File: src/sv/fbpa_pkg.sv
// Shared constants, command and status codes for the fixed block pool allocator.
// No dependencies; used by sv/fixed_block_pool_allocator.sv.
package fbpa_pkg;

	localparam int MAX_BLOCKS = 64;
	localparam int IDX_W      = (MAX_BLOCKS > 1) ? $clog2(MAX_BLOCKS) : 1;
	localparam int CNT_W      = $clog2(MAX_BLOCKS + 1);
	localparam int BB_W       = 13;
	localparam int BIU_W      = 7;
	localparam int ADDR_W     = 32;
	localparam int SPAN_W     = CNT_W + BB_W;
	localparam int PROD_W     = IDX_W + BB_W;
	localparam int DB_W       = (IDX_W > 1) ? $clog2(IDX_W) : 1;
	localparam int CHUNK      = 16;
	localparam int CB_W       = 4;
	localparam int NCHUNK     = (MAX_BLOCKS + CHUNK - 1) / CHUNK;
	localparam int CH_W       = (NCHUNK > 1) ? $clog2(NCHUNK) : 1;
	localparam int PAD_N      = NCHUNK * CHUNK;
	localparam int PI_W       = CH_W + CB_W;

	localparam int IN_W       = 40;
	localparam int OUT_W      = 56;

	typedef enum logic [2:0] {
		CMD_ALLOC  = 3'd0,
		CMD_FREE   = 3'd1,
		CMD_MEMBER = 3'd2,
		CMD_COUNT  = 3'd3,
		CMD_CLEAR  = 3'd4
	} cmd_t;

	typedef enum logic [2:0] {
		ST_OK         = 3'd0,
		ST_FULL       = 3'd1,
		ST_OUTSIDE    = 3'd2,
		ST_MISALIGNED = 3'd3,
		ST_DOUBLE     = 3'd4
	} status_t;

	typedef enum logic [1:0] {
		REG_POOL_BASE     = 2'd0,
		REG_BLOCK_BYTES   = 2'd1,
		REG_BLOCKS_IN_USE = 2'd2
	} reg_idx_t;

endpackage

File: src/sv/fixed_block_pool_allocator.sv
// Fixed block pool allocator: used-flag map, sequencer, chunked scan/count and divider.
// Depends on sv/fbpa_pkg.sv.
//
// Usage: one command word enters on s_tvalid/s_tready, one result word leaves on
// m_tvalid/m_tready. Registers are written through cfg_we/cfg_index/cfg_data; the user
// must write them only while the block is idle; the block itself does not enforce this.
// Index 0 pool_base, 1 block_bytes, 2 blocks_in_use.
// The used map is scanned and counted 16 flags per cycle, and a free divides the pool
// offset by block_bytes one quotient bit per cycle.
// One command is in flight at a time; s_tready is high only while idle, which begins
// in the cycle after the previous result has been registered.
// The result register holds its word while m_tready is low; a finished command
// waits in its last state until the register is free, and no new word is taken.
// Reset clears the map (all blocks free), sets pool_base 0, block_bytes 1,
// blocks_in_use 64, and empties the result register.
module fixed_block_pool_allocator (
	input  logic                        clk,
	input  logic                        arst_n,
	input  logic                        s_tvalid,
	output logic                        s_tready,
	// [2:0] command, [34:3] address, [39:35] zero
	input  logic [fbpa_pkg::IN_W-1:0]   s_tdata,
	output logic                        m_tvalid,
	input  logic                        m_tready,
	// [2:0] status, [8:3] block_index, [40:9] block_address, [41] is_member,
	// [48:42] free_blocks, [55:49] zero
	output logic [fbpa_pkg::OUT_W-1:0]  m_tdata,
	input  logic                        cfg_we,
	input  logic [1:0]                  cfg_index,
	input  logic [31:0]                 cfg_data
);

	typedef enum logic [3:0] {
		S_IDLE, S_SPAN, S_DISPATCH, S_SCAN, S_MUL, S_ADD, S_DIV, S_CHECK, S_COUNT, S_DONE
	} state_t;

	localparam int RES_W = 3 + fbpa_pkg::IDX_W + fbpa_pkg::ADDR_W + 1 + fbpa_pkg::CNT_W;

	state_t                           state_q;
	fbpa_pkg::cmd_t                   cmd_q;
	fbpa_pkg::status_t                status_q;
	logic [fbpa_pkg::ADDR_W-1:0]      pool_base_q;
	logic [fbpa_pkg::BB_W-1:0]        block_bytes_q;
	logic [fbpa_pkg::BIU_W-1:0]       blocks_in_use_q;
	logic [fbpa_pkg::MAX_BLOCKS-1:0]  used_q;
	logic [fbpa_pkg::ADDR_W-1:0]      addr_q;
	logic [fbpa_pkg::ADDR_W-1:0]      off_q;
	logic [fbpa_pkg::CNT_W-1:0]       n_q;
	logic [fbpa_pkg::SPAN_W-1:0]      span_q;
	logic                             member_q;
	logic                             found_q;
	logic [fbpa_pkg::IDX_W-1:0]       idx_q;
	logic [fbpa_pkg::CH_W-1:0]        chunk_q;
	logic [fbpa_pkg::SPAN_W-1:0]      rem_q;
	logic [fbpa_pkg::IDX_W-1:0]       quo_q;
	logic [fbpa_pkg::DB_W-1:0]        bit_q;
	logic [fbpa_pkg::PROD_W-1:0]      prod_q;
	logic [fbpa_pkg::ADDR_W-1:0]      baddr_q;
	logic [fbpa_pkg::CNT_W-1:0]       free_q;
	logic                             m_tvalid_q;
	logic [fbpa_pkg::OUT_W-1:0]       m_tdata_q;

	logic [fbpa_pkg::PAD_N-1:0]       used_pad;
	logic [fbpa_pkg::CHUNK-1:0]       cand;
	logic                             cand_any;
	logic [fbpa_pkg::PI_W-1:0]        cand_first;
	logic                             member;
	logic [fbpa_pkg::SPAN_W-1:0]      div_d;
	logic                             div_ge;
	logic [fbpa_pkg::BIU_W-1:0]       in_biu;
	logic [RES_W-1:0]                 result;

	assign used_pad = fbpa_pkg::PAD_N'(used_q);
	assign in_biu   = blocks_in_use_q;

	// free flags of the current 16-flag chunk that lie inside the pool
	always_comb begin
		logic [fbpa_pkg::PI_W-1:0] bi;
		cand       = '0;
		cand_any   = 1'b0;
		cand_first = '0;
		for (int b = fbpa_pkg::CHUNK - 1; b >= 0; b--) begin
			bi = {chunk_q, fbpa_pkg::CB_W'(b)};
			cand[b] = !used_pad[bi] && (32'(bi) < 32'(n_q));
			if (cand[b]) begin
				cand_any   = 1'b1;
				cand_first = bi;
			end
		end
	end

	assign member = fbpa_pkg::ADDR_W'(span_q) > off_q;
	assign div_d  = fbpa_pkg::SPAN_W'(block_bytes_q) << bit_q;
	assign div_ge = rem_q >= div_d;

	assign result = {free_q, member_q, baddr_q, idx_q, status_q};

	assign s_tready = (state_q == S_IDLE);
	assign m_tvalid = m_tvalid_q;
	assign m_tdata  = m_tdata_q;

	always_ff @(posedge clk or negedge arst_n) begin
		if (!arst_n) begin
			state_q         <= S_IDLE;
			pool_base_q     <= '0;
			block_bytes_q   <= fbpa_pkg::BB_W'(1);
			blocks_in_use_q <= fbpa_pkg::BIU_W'(64);
			used_q          <= '0;
			m_tvalid_q      <= 1'b0;
			cmd_q           <= fbpa_pkg::CMD_ALLOC;
			status_q        <= fbpa_pkg::ST_OK;
			chunk_q         <= '0;
			bit_q           <= '0;
			found_q         <= 1'b0;
		end else begin
			if (cfg_we) begin
				case (cfg_index)
					fbpa_pkg::REG_POOL_BASE:     pool_base_q     <= cfg_data;
					fbpa_pkg::REG_BLOCK_BYTES:   block_bytes_q   <= cfg_data[fbpa_pkg::BB_W-1:0];
					fbpa_pkg::REG_BLOCKS_IN_USE: blocks_in_use_q <= cfg_data[fbpa_pkg::BIU_W-1:0];
					default: ;
				endcase
			end

			if (m_tvalid_q && m_tready && state_q != S_DONE) begin
				m_tvalid_q <= 1'b0;
			end

			case (state_q)
				S_IDLE: begin
					if (s_tvalid) begin
						cmd_q    <= fbpa_pkg::cmd_t'(s_tdata[2:0]);
						addr_q   <= s_tdata[34:3];
						off_q    <= s_tdata[34:3] - pool_base_q;
						n_q      <= (32'(in_biu) > 32'(fbpa_pkg::MAX_BLOCKS)) ?
							fbpa_pkg::CNT_W'(fbpa_pkg::MAX_BLOCKS) : fbpa_pkg::CNT_W'(in_biu);
						status_q <= fbpa_pkg::ST_OK;
						idx_q    <= '0;
						baddr_q  <= '0;
						found_q  <= 1'b0;
						chunk_q  <= '0;
						free_q   <= '0;
						quo_q    <= '0;
						state_q  <= S_SPAN;
					end
				end
				S_SPAN: begin
					span_q  <= fbpa_pkg::SPAN_W'(n_q) * fbpa_pkg::SPAN_W'(block_bytes_q);
					state_q <= S_DISPATCH;
				end
				S_DISPATCH: begin
					member_q <= member;
					case (cmd_q)
						fbpa_pkg::CMD_ALLOC: state_q <= S_SCAN;
						fbpa_pkg::CMD_FREE: begin
							if (!member) begin
								status_q <= fbpa_pkg::ST_OUTSIDE;
								state_q  <= S_COUNT;
							end else begin
								rem_q   <= off_q[fbpa_pkg::SPAN_W-1:0];
								bit_q   <= fbpa_pkg::DB_W'(fbpa_pkg::IDX_W - 1);
								state_q <= S_DIV;
							end
						end
						fbpa_pkg::CMD_CLEAR: begin
							used_q  <= '0;
							state_q <= S_COUNT;
						end
						default: state_q <= S_COUNT;
					endcase
				end
				S_SCAN: begin
					if (!found_q && cand_any) begin
						found_q <= 1'b1;
						idx_q   <= fbpa_pkg::IDX_W'(cand_first);
					end
					if (32'(chunk_q) == fbpa_pkg::NCHUNK - 1) begin
						chunk_q <= '0;
						state_q <= S_MUL;
					end else begin
						chunk_q <= chunk_q + 1'b1;
					end
				end
				S_MUL: begin
					if (found_q) begin
						used_q[idx_q] <= 1'b1;
						prod_q  <= fbpa_pkg::PROD_W'(idx_q) * fbpa_pkg::PROD_W'(block_bytes_q);
						state_q <= S_ADD;
					end else begin
						status_q <= fbpa_pkg::ST_FULL;
						state_q  <= S_COUNT;
					end
				end
				S_ADD: begin
					baddr_q <= pool_base_q + fbpa_pkg::ADDR_W'(prod_q);
					state_q <= S_COUNT;
				end
				S_DIV: begin
					if (div_ge) begin
						rem_q        <= rem_q - div_d;
						quo_q[bit_q] <= 1'b1;
					end
					if (bit_q == '0) begin
						state_q <= S_CHECK;
					end else begin
						bit_q <= bit_q - 1'b1;
					end
				end
				S_CHECK: begin
					if (rem_q != '0) begin
						status_q <= fbpa_pkg::ST_MISALIGNED;
					end else begin
						idx_q   <= quo_q;
						baddr_q <= addr_q;
						if (!used_q[quo_q]) begin
							status_q <= fbpa_pkg::ST_DOUBLE;
						end else begin
							used_q[quo_q] <= 1'b0;
							status_q      <= fbpa_pkg::ST_OK;
						end
					end
					chunk_q <= '0;
					state_q <= S_COUNT;
				end
				S_COUNT: begin
					free_q <= free_q + fbpa_pkg::CNT_W'($countones(cand));
					if (32'(chunk_q) == fbpa_pkg::NCHUNK - 1) begin
						chunk_q <= '0;
						state_q <= S_DONE;
					end else begin
						chunk_q <= chunk_q + 1'b1;
					end
				end
				S_DONE: begin
					if (!m_tvalid_q || m_tready) begin
						m_tvalid_q <= 1'b1;
						m_tdata_q  <= fbpa_pkg::OUT_W'(result);
						state_q    <= S_IDLE;
					end
				end
				default: state_q <= S_IDLE;
			endcase
		end
	end

`ifndef SYNTHESIS
	a_full_means_none_free: assert property (@(posedge clk) disable iff (!arst_n)
		(m_tvalid && m_tdata[2:0] == fbpa_pkg::ST_FULL) |-> (m_tdata[48:42] == '0))
		else $error("pool full reported with free blocks");

	a_misaligned_is_member: assert property (@(posedge clk) disable iff (!arst_n)
		(m_tvalid && m_tdata[2:0] == fbpa_pkg::ST_MISALIGNED) |-> m_tdata[41])
		else $error("misaligned reported for address outside pool");

	a_one_at_a_time: assert property (@(posedge clk) disable iff (!arst_n)
		(s_tvalid && s_tready) |=> !s_tready)
		else $error("second word taken while command in flight");

	a_free_bounded: assert property (@(posedge clk) disable iff (!arst_n)
		m_tvalid |-> (32'(m_tdata[48:42]) <= fbpa_pkg::MAX_BLOCKS))
		else $error("free count exceeds pool size");
`endif

endmodule

File: config.mk
export PLATFORM = sky130hd
export DESIGN_NAME = fixed_block_pool_allocator
export DESIGN_NICKNAME = d
export VERILOG_FILES = /design/src/sv/fbpa_pkg.sv /design/src/sv/fixed_block_pool_allocator.sv
export SDC_FILE = /design/constraint.sdc
export NUM_CORES = 1
export LEC_CHECK = 0
export BUFFER_PORTS_ARGS = -buffer_cell sky130_fd_sc_hd__buf_2
export CAP_MARGIN = 30
export CORE_AREA = 2 2 205 207
export CTS_CLUSTER_DIAMETER = 100
export DETAILED_ROUTE_END_ITERATION = 8
export DIE_AREA = 0 0 207 209
export PLACE_DENSITY = 0.91
export SLEW_MARGIN = 40
export SYNTH_ARGS = -nofsm -noshare
export SYNTH_HDL_FRONTEND = slang
export SYNTH_SLANG_ARGS = --single-unit
File: constraint.sdc
create_clock -name clk -period 10.4 [get_ports clk]
set_input_delay 3.12 -clock clk [delete_from_list [all_inputs] [get_ports clk]]
set_output_delay 3.12 -clock clk [all_outputs]
set_load 0.02 [all_outputs]
# [Yosys cells after proc, flatten, opt, wreduce, memory -nomap -nowiden]
# Index checks and enable logic that the tools add are counted.
[classes] order_cmp=41 n_addsub=21 shifts=1 n_bitwise=4 n_eq_ne=31 reduce_logical=77 multipliers=2 muxes=121
[op_table] op="2-to-1 mux 64 bit" n=4
[op_table] op="case mux 64 bit (3 select lines)" n=1
[op_table] op="less-than comparator 6 x 7 -> 1 bit, second input constant" n=18
[op_table] op="2-to-1 mux 6 bit" n=20
[op_table] op="less-than comparator 6 x 7 -> 1 bit" n=16
[op_table] op="case mux 32 bit (3 select lines)" n=1
[op_table] op="AND 64 bit" n=1
[op_table] op="2-to-1 mux 32 bit" n=2
[op_table] op="inverter 64 bit" n=1
[op_table] op="OR 64 bit" n=1
[op_table] op="2-to-1 mux 20 bit" n=3
[op_table] op="2-to-1 mux 1 bit" n=41
[op_table] op="case mux 20 bit (2 select lines)" n=1
[op_table] op="case mux 4 bit (9 select lines)" n=1
[op_table] op="adder 32 x 19 -> 32 bit" n=1
[op_table] op="binary-select mux 1 bit (select 2 bit)" n=16
[op_table] op="> comparator 20 x 32 -> 1 bit" n=1
[op_table] op="subtractor 32 bit" n=1
[op_table] op="!= test 2 bit, second input constant" n=15
[op_table] op="2-to-1 mux 4 bit" n=7
[op_table] op="2-to-1 mux 3 bit" n=9
[op_table] op="AND reduction 5 bit" n=5
[op_table] op="logical AND 1 bit" n=22
[op_table] op="greater-or-equal comparator 20 bit" n=1
[op_table] op="52 further kinds" n=109
[word_totals] elab_cells=321 ff_bits=364 output_inout_bits=58 input_bits=79

# [Logic depth before layout (Yosys ltp)]
# Gate-level depths: netlist (run 1).
[logic_depth] ltp_word=23 depth_mapped=25 depth_no_buf=23

# [Least setup slack after synthesis (run 1)]
# OpenSTA, ideal clock, no wires.
[synth_path] kind="register -> register" start="register chunk_q[1] (netlist name)" end="register free_q[6] (netlist name) (data pin)" setup_ps=260 path_slack_ps=4357 arrival_ps=5783 stages_incl_launch_ff=22 required_time_ps=10140 cell_sequence="dfrtp_1 -> buf_1 -> clkbuf_1 -> mux4_2 -> a211o_1 -> inv_1 -> fa_1 -> fa_1 -> inv_1 -> fa_1 -> inv_1 -> fa_1 -> inv_1 -> fa_1 -> fa_1 -> nor2b_1 -> o21ai_0 -> nand2b_1 -> a21oi_1 -> nor2b_1 -> xnor2_1 -> nor2_1"
[synth_via] elab_chain_len=10 word_cells_on_any_way=97
[synth_lines] item="start, declared" line_no="fixed_block_pool_allocator.sv:53" text="logic [fbpa_pkg::CH_W-1:0] chunk_q;"
[synth_lines] item="start signal, assigned" line_no="fixed_block_pool_allocator.sv:181" text="chunk_q <= chunk_q + 1'b1;"
[synth_lines] item="start signal, assigned" line_no="fixed_block_pool_allocator.sv:231" text="chunk_q <= chunk_q + 1'b1;"
[synth_lines] item="branches (longest 7 deep; another with less-than comparator 6 x 7 -> 1 bit)"
[synth_lines] item="adder 4 x 4 -> 5 bit (implied by the code) *" line_no="fixed_block_pool_allocator.sv:226" text="free_q <= free_q + fbpa_pkg::CNT_W'($countones(cand));"
[synth_lines] item="adder 7 x 5 -> 7 bit *" line_no="fixed_block_pool_allocator.sv:226"
[synth_lines] item="case mux 7 bit (2 select lines) *" line_no="fixed_block_pool_allocator.sv:129" text="case (state_q)"
[synth_lines] item="end signal, assigned" line_no="fixed_block_pool_allocator.sv:226"
[synth_lines] item="end, declared" line_no="fixed_block_pool_allocator.sv:59" text="logic [fbpa_pkg::CNT_W-1:0] free_q;"
# Mark *: on every way between the ends. The select of a mux whose other input is x is not followed.
# A chain may end at the register's enable or synchronous reset.

# [Final worst setup path (run 1)]
[layout_path] start="register n_q[5] (netlist name)" end="register free_q[6] (netlist name) (data pin)"
[layout_via] elab_chain_len=8 word_cells_on_any_way=49
[layout_lines] item="start, declared" line_no="fixed_block_pool_allocator.sv:48" text="logic [fbpa_pkg::CNT_W-1:0] n_q;"
[layout_lines] item="start signal, assigned" line_no="fixed_block_pool_allocator.sv:135" text="n_q <= (32'(in_biu) > 32'(fbpa_pkg::MAX_BLOCKS)) ?"
[layout_lines] item="less-than comparator 6 x 7 -> 1 bit" line_no="fixed_block_pool_allocator.sv:84" text="cand[b] = !used_pad[bi] && (32'(bi) < 32'(n_q));"
[layout_lines] item="logical AND 1 bit" line_no="fixed_block_pool_allocator.sv:84"
[layout_lines] item="adder 1 x 1 -> 2 bit (implied by the code)" line_no="fixed_block_pool_allocator.sv:226"
[layout_lines] item="adder 2 x 2 -> 3 bit (implied by the code)" line_no="fixed_block_pool_allocator.sv:226"
[layout_lines] item="adder 3 x 3 -> 4 bit (implied by the code)" line_no="fixed_block_pool_allocator.sv:226"
[layout_lines] item="adder 4 x 4 -> 5 bit (implied by the code) *" line_no="fixed_block_pool_allocator.sv:226"
[layout_lines] item="adder 7 x 5 -> 7 bit *" line_no="fixed_block_pool_allocator.sv:226"
[layout_lines] item="case mux 7 bit (2 select lines) *" line_no="fixed_block_pool_allocator.sv:129"
# Mark *: on every way between the ends. The rest lies on a longest branch, timed or not.

==> flow_summary.json, run 1 <==
{
  "grt_pass1_wl_mm": 108,
  "dr.first_iter.drc_count": 2047,
  "critPathKind": "flip-flop to flip-flop",
  "path_delay_family": "adder cells",
  "drcViolationCount": 0,
  "cellPowerDensity_nw_per_um2": 305,
  "power_mw": 8.43,
  "ant_nets": 0,
  "synth_top_area_share_pct": 27.5,
  "start_util_pct": 61.2,
  "max_stage_delay_ps": 690,
  "clkTransAtPathRegs_ps": 60,
  "die_h_um": 209,
  "tns_ps": 0,
  "ys_top_cells_by_area": "edfxtp_1 27%, dfrtp_1 13%, fa_1 9.0%",
  "htree_levels": 2,
  "finalWeightedCongestion": 0.971,
  "slew_headroom_pct": 39.6,
  "drt-pass1-iter-count": 6,
  "path_cells": "inv_1 -> ha_1 -> nand2_1 -> or3_1 -> nor3_1 -> a211o_1 -> inv_1 -> fa_1 -> inv_1 -> fa_1 -> fa_1 -> inv_1 -> fa_1 -> inv_1 -> fa_1 -> fa_1 -> nor2b_1 -> o21ai_0 -> nand2b_1 -> a21oi_1 -> nor2b_1 -> xnor2_1 -> nor2_1",
  "post_route_cells_drive_above_1_share_pct": 11.8,
  "grt_pass1_vias": 20400,
  "grt-ovfl-total": 0,
  "synthesis.instances": 2486,
  "peakVddDrop_v": 0.000225,
  "vias_per_cell": 6.43,
  "cts_tree": "done",
  "crit_arrival_ps": 6740,
  "cts_sinks": 364,
  "outcome": "finished clean",
  "hold_viol_final": 0,
  "max_freq_ghz": 0.156,
  "port_buffers": 124,
  "path_buf_inv": 5,
  "clockRootBuffer": "clkbuf_16",
  "setup_viol": 0,
  "cts_setup_buffers": 0,
  "rsz0062_at_grt": "no",
  "crit_top_cell": "fa_1",
  "synthesis.area_per_instance_um2": 10.2,
  "die_w_um": 207,
  "yosysMostFrequentCell": "nand2_1",
  "tightest_slew_ps": 906,
  "fin_skew_ps": 32.9,
  "die_area_um2": 43300,
  "ys_ff_latch": 364,
  "synth_top_cell_by_area": "edfxtp_1",
  "worstSetupStartpointType": "flip-flop",
  "dp_hpwl_mm": 48.9,
  "worst-path-max-fanout": 14,
  "synth_area_um2": 25300,
  "insertion_delay_ps": 590,
  "cp-end-kind": "flip-flop",
  "area_delta_synth_final_pct": 9.44,
  "clk_path_buf_depth": 3,
  "cap_violations": 0,
  "timing.final.crit_period_ps": 6430,
  "layout_setup_ws_ps": 3970,
  "rows": 75,
  "cts_resized": 0,
  "p_leak_nw": 11.9,
  "grt_usage_pct": 31.4,
  "ys.flop_type": "edfxtp_1",
  "drt_wl_total_mm": 68.1,
  "fin_crit_sh_pct": 61.8,
  "ys_warn_count": 0,
  "wl_per_cell_um": 21.7,
  "synthTopCellsByCount": "273 x nand2_1, 231 x edfxtp_1, 227 x inv_1, 225 x a21oi_1, 199 x o21ai_0",
  "pre_cts_slack_ps": 4040,
  "ys_async_sr_fraction_pct": 36.5,
  "fin_nets": 2927,
  "antenna_found_initial": 1,
  "ys_types": 85,
  "io-pin-count": 137,
  "hp-class": "flip-flop to flip-flop",
  "grt_max_degree": 104,
  "cts_hold_buf": 0,
  "required_ps": 10710,
  "synth_enable_flop_cells": 231,
  "synth-seq-area-share_pct": 40.6,
  "whs_ps": 417,
  "crit_slowest_cell": "edfxtp_1",
  "coreArea_um2": 41300,
  "numCtsBuffers": 40,
  "dr_total_vias": 20200,
  "drv_slew": 0
}
area by class of cell:
| class | instances | area [um^2] |
|---|---|---|
| timing repair buffer | 144 | 798 |
| fill | 2939 | 13600 |
| sequential | 364 | 10300 |
| antenna | 1 | 2.50 |
| inverter | 228 | 856 |
| clock inverter | 20 | 194 |
| multi-input combinational | 1787 | 13700 |
| clock buffer | 53 | 1110 |
| tap | 539 | 674 |
metal layers:
layer | up-vias | global-route usage [%] | wire length, um
li1 | 8942 | - | -
met3 | 231 | 6.37 | 7140
met5 | - | 0 | 0
met4 | 0 | 14.2 | 2950
met1 | 9776 | 42.1 | 26200
met2 | 1206 | 49.7 | 31800
per-stage QoR:
step / cell area (um^2) / utilization (%) / cells
after floorplan: 25300 / - / 2492
after global placement: 26300 / 63.6 / 3061
after detailed placement: 26300 / 63.7 / 3061
after CTS: 27600 / 66.8 / 3134
after global routing: 27600 / 66.9 / 3136
final: 27600 / 66.9 / 3136
sequential cells by signal, summed over array words and instances (netlist names):
signal	count
n_q	7
m_tdata	49
member_q	1
cmd_q	3
baddr_q	32
off_q	32
bit_q	3
found_q	1
status_q	3
used_pad	64
blocks_in_use_q	7
prod_q	19
free_q	7
span_q	20
chunk_q	2
rem_q	20
block_bytes_q	13
addr_q	32
quo_q	6
pool_base_q	32
state_q	4
m_tvalid	1
idx_q	6
report_power, final:
group / internal [mW] / total [mW] / switching (mW)
sequential: 2.02 / 2.35 / 0.321
clock: 0.808 / 1.42 / 0.612
combinational: 1.97 / 4.67 / 2.69
cells in the final DEF, fill, tap and decap left out, drive strengths merged, types with 14 or more instances in the layout:
cell	instances
a31oi	14
a21o	42
xor2	26
a211oi	23
ha	169
edfxtp	231
nor2	120
xnor2	77
nand4	20
buf	143
mux2i	21
nand2	273
nand3	27
o21ai	200
nor2b	29
a21oi	225
mux4	27
dfrtp	131
nand2b	19
inv	227
and3	19
fa	114
nor4	14
clkinv	15
mux2	37
o21a	27
nor3	46
and2	61
clkbuf	54
final timing paths:
check                      slack [ps]                           end  depth (start not counted)            startpoint
max                              3970       free_q[6]$_SDFFCE_PN0P_                         23  n_q[5]$_SDFFCE_PN0P_
min                               420         m_tdata[41]$_DFFE_PP_                          0    member_q$_DFFE_PP_
max reg2reg                      3970       free_q[6]$_SDFFCE_PN0P_                         23  n_q[5]$_SDFFCE_PN0P_
min reg2reg                       420         m_tdata[41]$_DFFE_PP_                          0    member_q$_DFFE_PP_
max in group asynchronous        6780  block_bytes_q[3]$_DFFE_PN0P_                          2                arst_n
min in group asynchronous        2610      used_pad[45]$_DFFE_PN0P_                          1                arst_n
worst reg2reg max path, delay by kind of cell (launching register included):
kind | cells | cell delay [ps]
AOI/OAI and AO/OA | 3 | 450
buffers and inverters | 5 | 340
DFF | 1 | 690
xor gates and xnor gates | 1 | 130
adders and majority gates | 7 | 3340
and+or+nand+nor | 7 | 1200
cells by family after synthesis:
kind of cell	count (synthesis)	share of synthesized area (%)
other	1	0.0148
adders and majority gates	283	17.4
DFF	364	40.6
AOI/OAI and AO/OA	634	15.0
and+or+nand+nor	675	13.1
muxes	85	4.93
xor gates and xnor gates	103	3.57
buffers and inverters	341	5.35
No activity file was read; power rests on OpenSTA's default activity.
==> run 2, diff against run 1 <==
Clock period 10.4 ns to 6.02 ns, I/O delays scaled along.
==> run 2 against run 1 <==
Compared with the run above: the run now ends with DRC left; critical path depth decreased by 1; sequential power increased by 70%; final area rose by 0.87%; highest routed layer is now met5; clock power grew 68%; utilization increased by 0.58 points; critical endpoint unchanged.
==> flow_summary.json, run 2 (synthesized netlist as in run 1, its figures left out) <==
{
  "placed_area_um2": 26600,
  "fin_skew_ps": 33.9,
  "hp-class": "flip-flop to flip-flop",
  "fin_crit_sh_pct": 95.4,
  "cellPowerDensity_nw_per_um2": 532,
  "largest_reg_flops": 64,
  "die_area_um2": 43300,
  "grt-ovfl-total": 0,
  "ant_nets": 0,
  "cts_tree": "done",
  "io-pin-count": 137,
  "start_util_pct": 61.2,
  "cts_hold_buf": 0,
  "clockRootBuffer": "clkbuf_16",
  "p_sw_share_pct": 43.5,
  "die_h_um": 209,
  "crit_arrival_ps": 6030,
  "drt_wl_total_mm": 70.3,
  "crit_slowest_cell": "fa_1",
  "finalWeightedCongestion": 0.989,
  "cts_sinks": 364,
  "rsz0062_at_grt": "yes",
  "grt_usage_pct": 32.4,
  "worst-path-max-fanout": 4,
  "dr_total_vias": 20800,
  "cap_violations": 0,
  "outcome": "finished, violations left",
  "wl_per_cell_um": 22.2,
  "final_area_um2": 27900,
  "violations": "DRC",
  "numCtsBuffers": 38,
  "intPower_mw": 8.39,
  "grt_max_degree": 103,
  "max_freq_ghz": 0.174,
  "required_ps": 6310,
  "clkTransAtPathRegs_ps": 70,
  "path_cells": "ha_1 -> nand2_1 -> or3_4 -> nor3_4 -> a211o_1 -> inv_1 -> fa_1 -> inv_1 -> fa_1 -> fa_1 -> inv_1 -> fa_1 -> inv_1 -> fa_2 -> fa_2 -> nor2b_2 -> o21ai_0 -> nand2b_1 -> a21oi_1 -> nor2b_1 -> xnor2_1 -> nor2_1",
  "layout_setup_ws_ps": 276,
  "max_stage_delay_ps": 550,
  "post_route_cells_drive_above_1_share_pct": 12.9,
  "htree_levels": 2,
  "setup_viol": 0,
  "dr.first_iter.drc_count": 2474,
  "fin_nets": 2954,
  "multi_input_area_um2": 13800,
  "critPathKind": "flip-flop to flip-flop",
  "timing.final.crit_period_ps": 5740,
  "worstSetupStartpointType": "flip-flop",
  "slew_headroom_pct": 41.7,
  "grt_pass1_vias": 20800,
  "cp-end-kind": "flip-flop",
  "drcViolationCount": 5,
  "final_cell_mix": "273 x nand2_1, 231 x edfxtp_1, 227 x inv_1, 225 x a21oi_1, 199 x o21ai_0",
  "die_w_um": 207,
  "antenna_found_initial": 1,
  "seq_power_share_pct": 27.0,
  "dp_hpwl_mm": 51.2,
  "p_leak_nw": 12.0,
  "vias_per_cell": 6.59,
  "combPwrFrac_pct": 57.0,
  "tightest_slew_ps": 874,
  "clk_path_buf_depth": 3,
  "power.switching_mw": 6.46,
  "area_delta_synth_final_pct": 10.4,
  "rows": 75,
  "insertion_delay_ps": 570,
  "peakVddDrop_v": 0.000402,
  "clkPwrFrac_pct": 16.0,
  "port_buffers": 124,
  "pre_cts_slack_ps": 131,
  "grt_pass1_wl_mm": 111,
  "fill_cells": 2837,
  "drv_slew": 0,
  "regArea_um2": 10300,
  "rrSetupSlack_ps": 280,
  "coreArea_um2": 41300,
  "final_common_cell": "nand2_1",
  "hold_viol_final": 0,
  "drt-pass1-iter-count": 9
}
run 2: routing by layer:
metal,share of wire (%),up-vias,track usage (%)
met5,0.018,-,0
met4,5.1,2,14.7
met3,12,334,7.66
met2,46,1460,52.1
met1,37,10000,42.0
li1,-,9003,-
run 2: stage by stage:
step                      std cells  hold slack (ps)  power, mW  setup TNS (ps)  util [%]
after floorplan                2492              400       10.1               0         -
after global placement         3085              402       11.7               0      64.1
after detailed placement       3088              405       12.2               0      64.3
after CTS                      3158              416       14.7               0      67.4
after global routing           3161              419       16.0           -3.25      67.5
final                          3162              411       14.8               0      67.5
run 2: final timing paths:
kind	startpoint	to	cells past startpoint
setup / recovery	chunk_q[1]$_DFFE_PN0P_	free_q[6]$_SDFFCE_PN0P_	22
hold / removal	baddr_q[9]$_DFFE_PP_	m_tdata[18]$_DFFE_PP_	0
setup reg to reg	chunk_q[1]$_DFFE_PN0P_	free_q[6]$_SDFFCE_PN0P_	22
hold reg to reg	baddr_q[9]$_DFFE_PP_	m_tdata[18]$_DFFE_PP_	0
max in group asynchronous	arst_n	block_bytes_q[5]$_DFFE_PN0P_	2
min in group asynchronous	arst_n	used_pad[32]$_DFFE_PN0P_	1
run 2: cell type report:
| class | count | share of cell area (%) |
|---|---|---|
| multi-input cells | 1787 | 49.3 |
| flip-flops and latches | 364 | 36.8 |
| repair buffers | 173 | 3.89 |
| clock buffers | 48 | 3.73 |
| inverters | 228 | 3.07 |
| well taps | 539 | 2.42 |
| clock inverters | 22 | 0.745 |
| diodes | 1 | 0.00897 |
run 2: power by group through the flow:
stage,combinational [mW],sequential [mW],clock [mW]
6_report,8.46,4.00,2.38
5_1_grt,9.46,4.03,2.48
4_1_cts,8.32,3.97,2.38
3_5_place_dp,8.22,4.02,0
3_3_place_gp,7.69,3.99,0
2_1_floorplan,6.35,3.75,0
run 2: worst max-delay path: cells and delay by family (launching register included):
family                     cells  cell delay (ps)
AOI/OAI and AO/OA              3              370
and+or+nand+nor                7             1110
adders and majority gates      7             3200
xor gates and xnor gates       1              150
buffers and inverters          4              230
DFF                            1              420
run 2: repair_timing:
item,in CTS,in global routing
gates resized for setup,0,8
endpoints found under the hold margin,0,0
buffers inserted,0,2
endpoints found under the setup margin,0,3
